[config.mk]
export PLATFORM = sky130hd
export DESIGN_NAME = sorted_class_id_allocator_unit
export DESIGN_NICKNAME = d
export VERILOG_FILES = /design/src/hw/rtl/scia_pkg.sv /design/src/hw/rtl/scia_table_mem.sv /design/src/hw/rtl/scia_alu.sv /design/src/hw/rtl/scia_ctrl.sv /design/src/hw/rtl/sorted_class_id_allocator_unit.sv
export SDC_FILE = /design/constraint.sdc
export NUM_CORES = 2
export LEC_CHECK = 0
export BUFFER_PORTS_ARGS = -buffer_cell sky130_fd_sc_hd__buf_2
export CAP_MARGIN = 10
export CORE_MARGIN = 3
export CORE_UTILIZATION = 57
export DETAILED_ROUTE_END_ITERATION = 6
export PLACE_DENSITY = 0.76
export REMOVE_ABC_BUFFERS = 1
export SKIP_LAST_GASP = 1
export SLEW_MARGIN = 0
export SYNTH_ARGS = -nofsm -noshare
export SYNTH_HDL_FRONTEND = slang
export SYNTH_HIERARCHICAL = 1
export SYNTH_SLANG_ARGS = --single-unit
[constraint.sdc]
create_clock -name clk_i -period 7.8 [get_ports clk_i]
set_input_delay 1.17 -clock clk_i [delete_from_list [all_inputs] [get_ports clk_i]]
set_output_delay 1.17 -clock clk_i [all_outputs]
set_load 0.05 [all_outputs]
[src/hw/rtl/scia_pkg.sv]
`timescale 1ns / 1ps
// ----------------------------------------------------------------------------
// scia_pkg - shared types and constants of the sorted class id allocator
// Table sizing, entry layout, status codes and the long id helper.
// ----------------------------------------------------------------------------
package scia_pkg;

  localparam int TABLE_DEPTH = 64;   // entries in the class table
  localparam int INDEX_BITS  = 16;   // width of an image counter / id

  localparam int KEY_W   = 16;
  localparam int AMT_W   = 16;
  localparam int LONG_W  = 32;
  localparam int CTR_W   = INDEX_BITS;
  localparam int ADDR_W  = $clog2(TABLE_DEPTH);
  localparam int CNT_W   = $clog2(TABLE_DEPTH + 1);
  // arithmetic width: counter plus amount never carries out of this
  localparam int WIDE_W  = INDEX_BITS + AMT_W + 1;

  localparam logic [CTR_W-1:0] CTR_MAX = {CTR_W{1'b1}};

  typedef enum logic [1:0] {
    ST_OK   = 2'd0,
    ST_FULL = 2'd1,
    ST_OVF  = 2'd2
  } status_e;

  typedef struct packed {
    logic [KEY_W-1:0] key;
    logic [CTR_W-1:0] ctr;
  } entry_t;

  // result handed from the sequencer to the output register
  typedef struct packed {
    logic              valid;
    logic [LONG_W-1:0] long_id;
    logic              existed;
    status_e           status;
  } res_t;

  // (key << INDEX_BITS) + first, kept to LONG_W bits
  function automatic logic [LONG_W-1:0] make_long_id(input logic [KEY_W-1:0] key,
                                                      input logic [CTR_W-1:0] first);
    logic [63:0] w;
    w = (64'(key) << INDEX_BITS) + 64'(first);
    return w[LONG_W-1:0];
  endfunction

endpackage

[src/hw/rtl/scia_table_mem.sv]
`timescale 1ns / 1ps
// ----------------------------------------------------------------------------
// scia_table_mem - class table storage
// One write port and one read port, read data registered.
// ----------------------------------------------------------------------------
module scia_table_mem (
  input  logic                   clk_i,
  input  logic                   we_i,
  input  logic [scia_pkg::ADDR_W-1:0] waddr_i,
  input  scia_pkg::entry_t       wdata_i,
  input  logic [scia_pkg::ADDR_W-1:0] raddr_i,
  output scia_pkg::entry_t       rdata_o
);
  import scia_pkg::*;

  entry_t mem [TABLE_DEPTH];
  entry_t rdata_q;

  always_ff @(posedge clk_i) begin
    if (we_i) begin
      mem[waddr_i] <= wdata_i;
    end
  end

  always_ff @(posedge clk_i) begin
    rdata_q <= mem[raddr_i];
  end

  assign rdata_o = rdata_q;

endmodule

[src/hw/rtl/scia_alu.sv]
`timescale 1ns / 1ps
// ----------------------------------------------------------------------------
// scia_alu - shared compare and add unit
// Key compares during search and counter growth share this one unit.
// ----------------------------------------------------------------------------
module scia_alu (
  input  logic [scia_pkg::WIDE_W-1:0] a_i,
  input  logic [scia_pkg::WIDE_W-1:0] b_i,
  output logic [scia_pkg::WIDE_W-1:0] sum_o,
  output logic                        lt_o,
  output logic                        eq_o
);
  import scia_pkg::*;

  assign sum_o = a_i + b_i;
  assign lt_o  = (a_i < b_i);
  assign eq_o  = (a_i == b_i);

endmodule

[src/hw/rtl/scia_ctrl.sv]
`timescale 1ns / 1ps
// ----------------------------------------------------------------------------
// scia_ctrl - allocator sequencer
// Binary search, sorted insert by shifting, counter update, result build.
// ----------------------------------------------------------------------------
module scia_ctrl (
  input  logic                        clk_i,
  input  logic                        rst_ni,
  input  logic                        in_valid_i,
  output logic                        in_ready_o,
  input  logic                        in_op_i,
  input  logic [scia_pkg::KEY_W-1:0]  in_key_i,
  input  logic [scia_pkg::AMT_W-1:0]  in_amt_i,
  output scia_pkg::res_t              res_o,
  input  logic                        res_take_i
);
  import scia_pkg::*;

  localparam logic [2:0] S_IDLE  = 3'd0;
  localparam logic [2:0] S_SRCH  = 3'd1;
  localparam logic [2:0] S_PROBE = 3'd2;
  localparam logic [2:0] S_CHK   = 3'd3;
  localparam logic [2:0] S_UPD   = 3'd4;
  localparam logic [2:0] S_SHIFT = 3'd5;
  localparam logic [2:0] S_INS   = 3'd6;
  localparam logic [2:0] S_DONE  = 3'd7;

  logic [2:0]       state_q, state_d;
  logic [CNT_W-1:0] used_q, used_d;
  logic             op_q, op_d;
  logic [KEY_W-1:0] key_q, key_d;
  logic [AMT_W-1:0] amt_q, amt_d;
  logic [CNT_W-1:0] lo_q, lo_d, hi_q, hi_d, mid_q, mid_d;
  logic [CNT_W-1:0] pos_q, pos_d, idx_q, idx_d;
  entry_t           ent_q, ent_d;
  res_t             res_q, res_d;

  logic              we;
  logic [ADDR_W-1:0] waddr, raddr;
  entry_t            wdata, rdata;

  logic [WIDE_W-1:0] alu_a, alu_b, alu_sum, inc;
  logic              alu_lt, alu_eq, ovf;
  logic [CNT_W:0]    mid_sum;
  logic [CNT_W-1:0]  idx_m1;
  logic [CTR_W-1:0]  first;

  scia_table_mem u_mem (
    .clk_i   (clk_i),
    .we_i    (we),
    .waddr_i (waddr),
    .wdata_i (wdata),
    .raddr_i (raddr),
    .rdata_o (rdata)
  );

  scia_alu u_alu (
    .a_i   (alu_a),
    .b_i   (alu_b),
    .sum_o (alu_sum),
    .lt_o  (alu_lt),
    .eq_o  (alu_eq)
  );

  function automatic logic [ADDR_W-1:0] idx_m1_of(input logic [CNT_W-1:0] v);
    logic [CNT_W-1:0] t;
    t = v - CNT_W'(1);
    return t[ADDR_W-1:0];
  endfunction

  assign inc     = op_q ? WIDE_W'(1) : WIDE_W'(amt_q);
  assign ovf     = (alu_sum[WIDE_W-1:CTR_W] != '0);
  assign mid_sum = {1'b0, lo_q} + {1'b0, hi_q};
  assign idx_m1  = idx_q - CNT_W'(1);

  // operand select for the shared unit
  always_comb begin
    case (state_q)
      S_PROBE, S_CHK: begin
        alu_a = WIDE_W'(rdata.key);
        alu_b = WIDE_W'(key_q);
      end
      S_UPD: begin
        alu_a = WIDE_W'(ent_q.ctr);
        alu_b = inc;
      end
      default: begin
        alu_a = '0;
        alu_b = inc;
      end
    endcase
  end

  always_comb begin
    state_d = state_q;
    used_d  = used_q;
    op_d    = op_q;
    key_d   = key_q;
    amt_d   = amt_q;
    lo_d    = lo_q;
    hi_d    = hi_q;
    mid_d   = mid_q;
    pos_d   = pos_q;
    idx_d   = idx_q;
    ent_d   = ent_q;
    res_d   = res_q;
    we      = 1'b0;
    waddr   = pos_q[ADDR_W-1:0];
    wdata   = '0;
    raddr   = '0;
    first   = '0;

    case (state_q)
      S_IDLE: begin
        if (in_valid_i) begin
          op_d    = in_op_i;
          key_d   = in_key_i;
          amt_d   = in_amt_i;
          lo_d    = '0;
          hi_d    = used_q;
          state_d = S_SRCH;
        end
      end
      S_SRCH: begin
        if (lo_q < hi_q) begin
          mid_d   = mid_sum[CNT_W:1];
          raddr   = mid_sum[ADDR_W:1];
          state_d = S_PROBE;
        end else begin
          pos_d   = lo_q;
          raddr   = lo_q[ADDR_W-1:0];
          state_d = S_CHK;
        end
      end
      S_PROBE: begin
        if (alu_lt) begin
          lo_d = mid_q + CNT_W'(1);
        end else begin
          hi_d = mid_q;
        end
        state_d = S_SRCH;
      end
      S_CHK: begin
        ent_d = rdata;
        if ((pos_q < used_q) && alu_eq) begin
          state_d = S_UPD;
        end else if (used_q == CNT_W'(TABLE_DEPTH)) begin
          res_d   = '{valid: 1'b1, long_id: '0, existed: 1'b0, status: ST_FULL};
          state_d = S_DONE;
        end else begin
          idx_d = used_q;
          if (used_q > pos_q) begin
            raddr   = idx_m1_of(used_q);
            state_d = S_SHIFT;
          end else begin
            state_d = S_INS;
          end
        end
      end
      S_UPD: begin
        if (ovf) begin
          res_d = '{valid: 1'b1, long_id: '0, existed: 1'b1, status: ST_OVF};
        end else begin
          we    = 1'b1;
          wdata = '{key: key_q, ctr: alu_sum[CTR_W-1:0]};
          first = op_q ? alu_sum[CTR_W-1:0] : ent_q.ctr;
          res_d = '{valid: 1'b1, long_id: make_long_id(key_q, first),
                    existed: 1'b1, status: ST_OK};
        end
        state_d = S_DONE;
      end
      S_SHIFT: begin
        // entry idx-1 moves up to idx; next read is one lower
        we    = 1'b1;
        waddr = idx_q[ADDR_W-1:0];
        wdata = rdata;
        idx_d = idx_m1;
        if (idx_m1 > pos_q) begin
          raddr = idx_m1_of(idx_m1);
        end else begin
          state_d = S_INS;
        end
      end
      S_INS: begin
        we     = 1'b1;
        wdata  = '{key: key_q, ctr: (ovf ? CTR_MAX : alu_sum[CTR_W-1:0])};
        used_d = used_q + CNT_W'(1);
        first  = op_q ? CTR_W'(1) : '0;
        res_d  = '{valid: 1'b1, long_id: make_long_id(key_q, first),
                   existed: 1'b0, status: ST_OK};
        state_d = S_DONE;
      end
      S_DONE: begin
        if (res_take_i) begin
          res_d.valid = 1'b0;
          state_d     = S_IDLE;
        end
      end
      default: begin
        state_d = S_IDLE;
      end
    endcase
  end

  always_ff @(posedge clk_i or negedge rst_ni) begin
    if (!rst_ni) begin
      state_q <= S_IDLE;
      used_q  <= '0;
      res_q   <= '0;
    end else begin
      state_q <= state_d;
      used_q  <= used_d;
      res_q   <= res_d;
    end
  end

  always_ff @(posedge clk_i) begin
    op_q          <= op_d;
    key_q         <= key_d;
    amt_q         <= amt_d;
    lo_q          <= lo_d;
    hi_q          <= hi_d;
    mid_q         <= mid_d;
    pos_q         <= pos_d;
    idx_q         <= idx_d;
    ent_q         <= ent_d;
  end

  assign in_ready_o = (state_q == S_IDLE);
  assign res_o      = res_q;

endmodule

[src/hw/rtl/sorted_class_id_allocator_unit.sv]
`timescale 1ns / 1ps
// ----------------------------------------------------------------------------
// sorted_class_id_allocator_unit - class id allocator, top level
// Sorted class table with per-class image counters, one request at a time.
// ----------------------------------------------------------------------------
// Usage:
//   Slave stream takes a request: tdata = class_key, amount; tuser = opcode.
//   Opcode 0 reserves a block of ids (first id = old counter), opcode 1 takes
//   one id (counter pre-incremented). Master stream returns one result per
//   request: tdata = (class_key << 16) + first id, tuser = existed, status.
//   Processing: a binary search (read then compare per probe), a check of
//   the found entry, then either a counter update or a shift of each entry
//   above the insert point followed by the insert, and the hand-off. The
//   single read port of the table and the one shared compare/add unit keep
//   all of these steps in sequence, one after the other.
//   s_axis_tready is high only while the sequencer is idle. The result sits
//   in an output register, so the next request is taken while an earlier
//   result still waits; if that register is still full when the next result
//   is ready, the sequencer holds it and stays busy.
//   Reset empties the table (entry count to zero) and clears both valids;
//   table contents need no clearing pass.
// ----------------------------------------------------------------------------
module sorted_class_id_allocator_unit (
  input  logic        clk_i,
  input  logic        rst_ni,
  input  logic        s_axis_tvalid,
  output logic        s_axis_tready,
  input  logic [31:0] s_axis_tdata,   // [15:0] class_key, [31:16] amount
  input  logic [0:0]  s_axis_tuser,   // [0] opcode
  output logic        m_axis_tvalid,
  input  logic        m_axis_tready,
  output logic [31:0] m_axis_tdata,   // [31:0] first_long_id
  output logic [2:0]  m_axis_tuser    // [0] class_existed, [2:1] status
);
  import scia_pkg::*;

  res_t              res;
  logic              res_take;
  logic              out_valid_q;
  logic [LONG_W-1:0] out_id_q;
  logic              out_existed_q;
  status_e           out_status_q;

  scia_ctrl u_ctrl (
    .clk_i      (clk_i),
    .rst_ni     (rst_ni),
    .in_valid_i (s_axis_tvalid),
    .in_ready_o (s_axis_tready),
    .in_op_i    (s_axis_tuser[0]),
    .in_key_i   (s_axis_tdata[KEY_W-1:0]),
    .in_amt_i   (s_axis_tdata[KEY_W+AMT_W-1:KEY_W]),
    .res_o      (res),
    .res_take_i (res_take)
  );

  // output slot loads when empty or being drained this cycle
  assign res_take = res.valid && (!out_valid_q || m_axis_tready);

  always_ff @(posedge clk_i or negedge rst_ni) begin
    if (!rst_ni) begin
      out_valid_q <= 1'b0;
    end else if (res_take) begin
      out_valid_q <= 1'b1;
    end else if (m_axis_tready) begin
      out_valid_q <= 1'b0;
    end
  end

  always_ff @(posedge clk_i) begin
    if (res_take) begin
      out_id_q      <= res.long_id;
      out_existed_q <= res.existed;
      out_status_q  <= res.status;
    end
  end

  assign m_axis_tvalid = out_valid_q;
  assign m_axis_tdata  = out_id_q;
  assign m_axis_tuser  = {out_status_q, out_existed_q};

  // busy right after taking a request
  a_busy_after_req: assert property (@(posedge clk_i) disable iff (!rst_ni)
    s_axis_tvalid && s_axis_tready |=> !s_axis_tready)
    else $error("accepted a request back to back");

  // a failed request carries no id
  a_fail_zero_id: assert property (@(posedge clk_i) disable iff (!rst_ni)
    m_axis_tvalid && (m_axis_tuser[2:1] != ST_OK) |-> (m_axis_tdata == '0))
    else $error("failed request returned a nonzero id");

  // table full only for a new class
  a_full_new: assert property (@(posedge clk_i) disable iff (!rst_ni)
    m_axis_tvalid && (m_axis_tuser[2:1] == ST_FULL) |-> !m_axis_tuser[0])
    else $error("table full flagged for an existing class");

  // a finished result is kept while the output slot is blocked
  a_res_held: assert property (@(posedge clk_i) disable iff (!rst_ni)
    res.valid && out_valid_q && !m_axis_tready |=> res.valid && $stable(res.long_id))
    else $error("pending result lost while output stalled");

endmodule

After elaboration in Yosys (flattened, before gate mapping):

Memories as Yosys holds them, arrays and structs flattened. A register that Yosys moved wholly into a read port is not among the register bits.
Cells that the tools add are included.

* add/sub/neg operators: 9
* magnitude comparators: 5
* equality and inequality tests: 17
* muxes and demuxes: 44
* bitwise operators: 1
* reductions and logical operators: 23

Operators with widths (count)
* one-hot mux 35 bit (3 select lines): 1
* one-hot mux 32 bit (3 select lines): 1
* 2-to-1 mux 36 bit: 2
* adder 32 x 16 -> 32 bit: 2
* 2-to-1 mux 16 bit: 3
* 2-to-1 mux 7 bit: 6
* one-hot mux 7 bit (2 select lines): 3
* 2-to-1 mux 6 bit: 6
* 2-to-1 mux 35 bit: 1
* adder 16 x 33 -> 33 bit: 1
* equality test 33 bit: 1
* less-than comparator 33 bit: 1
* 2-to-1 mux 33 bit: 1
* 2-to-1 mux 32 bit: 1
* one-hot mux 16 bit (2 select lines): 1
* one-hot mux 3 bit (7 select lines): 1
* one-hot mux 6 bit (3 select lines): 1
* nonzero test 17 bit: 1
* 2-to-1 mux 3 bit: 5
* AND reduction 3 bit: 5
* adder 7 x 1 -> 7 bit (second input constant): 2
* greater-than comparator 7 bit: 2
* less-than comparator 7 bit: 2
* equality test 3 bit (second input constant): 4
* other kinds (23): 45

* register bits after elaboration: 166
* bits in writable memories: 2048
* input port bits: 37
* word-level logic and storage cells: 119
* memories kept: 1

Memory list
* u_ctrl.u_mem.mem: depth 64, width 32, read ports 1, clocked after Yosys merged registers in 1, wr ports 1, line scia_table_mem.sv:16 `entry_t mem [TABLE_DEPTH];`

Logic depth before layout (Yosys ltp):

* depth in word-level cells: 9
* depth in mapped cells: 27
* gate-level depth less buffers: 21

Cells and area by module:

Netlist, hierarchy kept.

Modules (own cells, without submodules)
* scia_table_mem: instances 1, cells an instance 3324, area each 78515.3 um2, seq. area each 62139.6 um2
* scia_ctrl: instances 1, cells an instance 625, area each 6910.4 um2, seq. area each 3673.5 um2
* scia_alu: instances 1, cells an instance 386, area each 2690.1 um2, seq. area each 0.0 um2
* sorted_class_id_allocator_unit: instances 1, cells an instance 40, area each 1102.3 um2, seq. area each 1076.0 um2

Worst setup path before layout:

OpenSTA, ideal clock, no wires.

* path type: reg-to-reg
* start point: reg u_ctrl.state_q[2]
* end point: mem u_ctrl/u_mem/mem[49][0] (netlist name) (enable)
* library setup time: 0.461 ns
* arrival: 7.149 ns
* data required time: 7.339 ns
* setup slack: 0.190 ns
* cell stages (with the launch flop): 26
* clock period less this slack: 7.610 ns
* path through: dfrtp_1 clkbuf_1 nor2b_1 clkbuf_1 buf_1 nand2_1 o21ai_0 inv_1 ha_1 or3b_1 nand4_1 a31oi_2 nor2_1 o31ai_1 xnor2_1 or4_4 nor3_4 nand4_4 or3_1 buf_6 and2_4 buf_6 nand2_1 nor2b_1 nand4_1 nor3_1

* word-level cells in the longest chain between the ends: 9
* elaborated cells between the ends (all ways): 16
* those cells by class: 1 x add/sub; 5 x eq/ne; 7 x mux; 3 x reduce/logical

Ends and longest elaborated chain
* start, declared: line scia_ctrl.sv:28 `logic [2:0] state_q, state_d;`
* start signal, assigned: line scia_ctrl.sv:211 `state_q <= state_d;`
* equality test 3 x 2 -> 1 bit: line scia_ctrl.sv:78 `case (state_q)`
* OR reduction 2 bit (*): line scia_ctrl.sv:78
* 2-to-1 mux 33 bit (*): line scia_ctrl.sv:78
* net u_ctrl.alu_b[6]: line scia_ctrl.sv:42 `logic [WIDE_W-1:0] alu_a, alu_b, alu_sum, inc;`
* adder 16 x 33 -> 33 bit (*): line scia_alu.sv:15 `assign sum_o = a_i + b_i;`
* net u_ctrl.alu_sum[16]: line scia_ctrl.sv:42
* nonzero test 17 bit (*): line scia_ctrl.sv:72 `assign ovf = (alu_sum[WIDE_W-1:CTR_W] != '0);`
* 2-to-1 mux 1 bit (*): line scia_ctrl.sv:161 `if (ovf) begin`
* one-hot mux 1 bit (2 select lines) (*): line scia_ctrl.sv:113 `case (state_q)`
* net u_ctrl.we: line scia_ctrl.sv:38 `logic we;`
* 2-to-1 mux 1 bit (*): line scia_table_mem.sv:20 `if (we_i) begin`
* 2-to-1 mux 1 bit (not written as such) (*): line scia_table_mem.sv:21 `mem[waddr_i] <= wdata_i;`
* end, declared: line scia_table_mem.sv:16

The timed path passes the listed nets; every way through them passes the cells marked *.

Final worst setup path:

* start point: reg u_ctrl.state_q[1]
* end point: mem u_ctrl/u_mem/mem[20][27] (netlist name) (enable)

Same word-level chain as after synthesis.

==> run_results.csv <==
group,metric,value,unit
sta,slew_violations,0,
sta,relSlewSlack,12.1,%
synth,synth_xor_area_share,0.589,%
clock_tree,cts_buffers,211,
sta,timing.final.crit_period,7.43,ns
synth,yosysTopAreaCellShare,72.9,%
detailed_routing,vias,46200,
status,outcome,"completed",
critical_path,cp_slowest_cell,"nor2_4",
cells_and_area,area_growth,13.0,%
sta,rsz0062_at_grt,"true",
detailed_routing,first_pass_iters,7,
synth,ys_types,80,
detailed_routing,wl,226,mm
die,dieHeight,402,um
sta,skew,0.0439,ns
sta,fin_setup_tns,0,ns
place,buffer_ports.inserted,73,
synth,synth.cell_area,0.0892,mm^2
min_path,hold_path.class,"register to register",
min_path,holdCritStartpoint,"u_ctrl/u_mem/rdata_o[8]$_DFF_P_",
sta,finalHoldViolations,0,
critical_path,cp_top_family,"simple AND/OR/NAND/NOR gates",
clock_tree,cts_setup_buffers,0,
sta,finalCritPeriodShare,95.3,%
critical_path,arrival,7.94,ns
synth,muxShareOfSynthArea,15.0,%
global_route,grt_usage,28.2,%
critical_path,crit_path_frequent_cell,"nand2_1",
die,dieArea,0.161,mm^2
sta,setup_viol,0,
critical_path,crit_path_max_fanout,28,
detailed_routing,post_drt_wl_per_cell,32.7,um
detailed_routing,final_antenna_net_count,0,
clock_tree,cts_hold_buf,0,
synth,synth_most_common_cell,"edfxtp_1",
synth,synthCells,4375,
synth,synth_fa_ha_area_share,1.39,%
critical_path,endpoint_kind,"register",
sta,tightest_slew,1.32,ns
critical_path,critPathMaxStageDelay,0.73,ns
synth,synth-compound-area-share,3.60,%
global_route,grt_pass1_vias,46400,
critical_path,cp.required,8.30,ns
detailed_routing,vias_per_cell,6.70,
die,core,0.155,mm^2
critical_path,crit_buf_inv,3,
global_route,gr-total-overflow,0,
synth,synth_commonest_cells,"2,167 x edfxtp_1, 544 x mux4_2, 203 x nor2_1, 116 x nand2_1, 114 x a21oi_1",
critical_path,critPathLaunchType,"register",
synth,synth_edf_count,2167,
critical_path,critical_path_class,"register to register",
die,io_pins,74,
power_and_ir_drop,ir_worst_vdd,389,uV
sta,fmax,135,MHz
detailed_routing,dr.first_iter.drc_count,7097,
die,start_util,57.6,%
place,place_hpwl,133,mm
global_route,antenna_found_initial,9,
power_and_ir_drop,leakage,32.1,nW
global_route,grt_max_degree,86,
die,die_w,402,um
synth,synth_flop_cell,"edfxtp_1",
critical_path,reg2reg_from,"u_ctrl/state_q[1]$_DFFE_PN0P_",
synth,yosys_warnings,6,
synth,synth_area_per_cell,20.4,um^2
cells_and_area,multi_input_area,0.0218,mm^2
place,gp_congestion,0.914,
clock_tree,root_buffer,"clkbuf_16",
die,rows,144,
power_and_ir_drop,power,37.8,mW
synth,synth_top_family_by_area,"multiplexers",
run,maxCapViolCount,0,
detailed_routing,drc,0,
synth,synth_top_cell_by_area,"edfxtp_1",
synth,synth-seq-cells,2246,
clock_tree,cts_sinks,2246,
global_route,grt_pass1_wl,328,mm
synth,ys_top_cells_by_area,"edfxtp_1 73%, mux4_2 14%, ha_1 1.3%, dfrtp_1 1.3%, mux2i_1 1.3%",
synth,async_reset_ff_share,2.09,%
cells_and_area,fin_nets,4818,
cells_and_area,area.sequential,0.0669,mm^2
critical_path,path_cells,"nor2b_4 -> buf_4 -> nand2_1 -> o21ai_0 -> inv_1 -> ha_1 -> nor2b_1 -> o21ai_0 -> o31ai_1 -> nor2_1 -> o31ai_1 -> xnor2_1 -> or4_4 -> nor3_4 -> nand4_4 -> or3_1 -> and2_4 -> nand2_1 -> nor2b_1 -> nand2_1 -> nor2_4 -> buf_12",
synth,synth_seq_area_share,75.0,%
synth,synthSimpleGateAreaFrac,2.78,%
clock_tree,cts_tree,"done",
critical_path,crit_start,"u_ctrl/state_q[1]$_DFFE_PN0P_",
cells_and_area,drive_above_1_share,25.4,%
clock_tree,cts.path.max_buffers,3,
cells_and_area,nFillCells,9592,
clock_tree,cts.clk_slew.worst_paths,0.07,ns
power_and_ir_drop,power_density,375,mW/mm^2
clock_tree,clock_latency,0.85,ns
clock_tree,h-tree-depth,4,
## repair_timing
action                                  4_1_cts  5_1_grt
gates resized for setup                       0        1
hold endpoints to repair                      0        0
endpoints found under the setup margin        0        7
## worst register-to-register path: stages (launching register included)
cell and delay [ns]:
dfrtp_1 0.59, nor2b_4 0.50, buf_4 0.37, nand2_1 0.09, o21ai_0 0.12, inv_1 0.08, ha_1 0.43, nor2b_1 0.09
o21ai_0 0.22, o31ai_1 0.18, nor2_1 0.16, o31ai_1 0.12, xnor2_1 0.15, or4_4 0.50, nor3_4 0.16, nand4_4 0.22
or3_1 0.42, and2_4 0.27, nand2_1 0.39, nor2b_1 0.36, nand2_1 0.66, nor2_4 0.73, buf_12 0.27
## path summary, 6_finish.rpt
path / cells past startpoint / end / slack, ns
worst min-delay path: 0 / u_ctrl/ent_q[8]$_DFFE_PP_ / 0.42
worst max register to register: 22 / u_ctrl/u_mem/mem[20][27]$_DFFE_PP_ / 0.37
worst min register to register: 0 / u_ctrl/ent_q[8]$_DFFE_PP_ / 0.42
max in group asynchronous: 2 / u_ctrl/res_o[2]$_DFFE_PN0P_ / 6.88
worst max-delay path: 22 / u_ctrl/u_mem/mem[20][27]$_DFFE_PP_ / 0.37
min in group asynchronous: 2 / u_ctrl/res_o[27]$_DFFE_PN0P_ / 0.46
## area by class of cell
type | count | area share, %
Antenna cell | 4 | 0.00993
Clock buffer | 264 | 5.54
Clock inverter | 121 | 1.17
Inverter | 88 | 0.328
Multi-Input combinational cell | 1869 | 21.6
Sequential cell | 2246 | 66.4
Tap cell | 2044 | 2.54
Timing Repair Buffer | 267 | 2.46
## state kept, by name, summed over array words and instances (netlist names)
signal / cells
u_ctrl/amt_q: 16
u_ctrl/used_q: 7
out_existed_q: 1
u_ctrl/state_q: 3
u_ctrl/hi_q: 7
m_axis_tvalid: 1
u_ctrl/op_q: 1
u_ctrl/res_o: 36
u_ctrl/lo_q: 7
out_status_q: 2
u_ctrl/key_q: 16
m_axis_tdata: 32
u_ctrl/idx_q: 7
u_ctrl/ent_q: 16
u_ctrl/u_mem/rdata_o: 32
u_ctrl/mid_q: 7
u_ctrl/pos_q: 7
u_ctrl/u_mem/mem: 2048
## layer usage
layer	vias up	part of all wire (%)	track usage, %	routed length (um)
met5	-	0.018	0	41
met4	6	4.5	11.5	10200
met3	524	12	6.82	27200
met2	3158	47	43.2	105000
met1	23900	37	39.8	83000
li1	18600	-	-	-
## placed cells by master, fill, tap and decap left out, types with 31 or more instances in the layout
master,count
edfxtp_1,2167
mux4_2,544
clkbuf_16,211
buf_4,143
nor2_1,140
nand2_1,114
a21oi_1,114
mux2i_1,113
ha_1,96
inv_1,88
o22ai_1,85
buf_2,73
conb_1,66
nor2_4,62
clkinv_1,48
buf_12,48
dfrtp_1,47
o21ai_0,46
clkbuf_1,42
xnor2_1,41
nand2b_1,35
a22o_1,33
dfxtp_1,32
clkinv_2,31
## kinds of logic (layout without fill, tap and decap cells)
logic type / after synthesis / in the layout
flops: 2246 / 2246
mux: 658 / 658
simple gates: 517 / 517
compound gates: 470 / 470
buf+inv: 325 / 740
fa+ha+maj: 98 / 98
xor+xnor: 60 / 60
other cells: 1 / 70
## per-stage QoR
| stage | util, % | cells | instance area [um^2] | hold WS, ns | worst slack, ns |
|---|---|---|---|---|---|
| global route | 65.1 | 6899 | 101000 | 0.436 | -0.0104 |
| floorplan | - | 4203 | 88300 | 0.408 | -46.50 |
| finish | 65.1 | 6903 | 101000 | 0.423 | 0.368 |
| CTS | 65.0 | 6893 | 101000 | 0.423 | 0.500 |
| detailed placement | 60.7 | 6508 | 93900 | 0.424 | 0.551 |
| global placement | 60.7 | 6508 | 93900 | 0.424 | 0.761 |
## power breakdown
group | internal, mW | switching (mW)
registers | 16.1 | 0.353
logic | 3.64 | 7.72
clock network | 5.70 | 4.35
total | 25.4 | 12.4
Note: power is estimated with default switching activity, not from simulation.
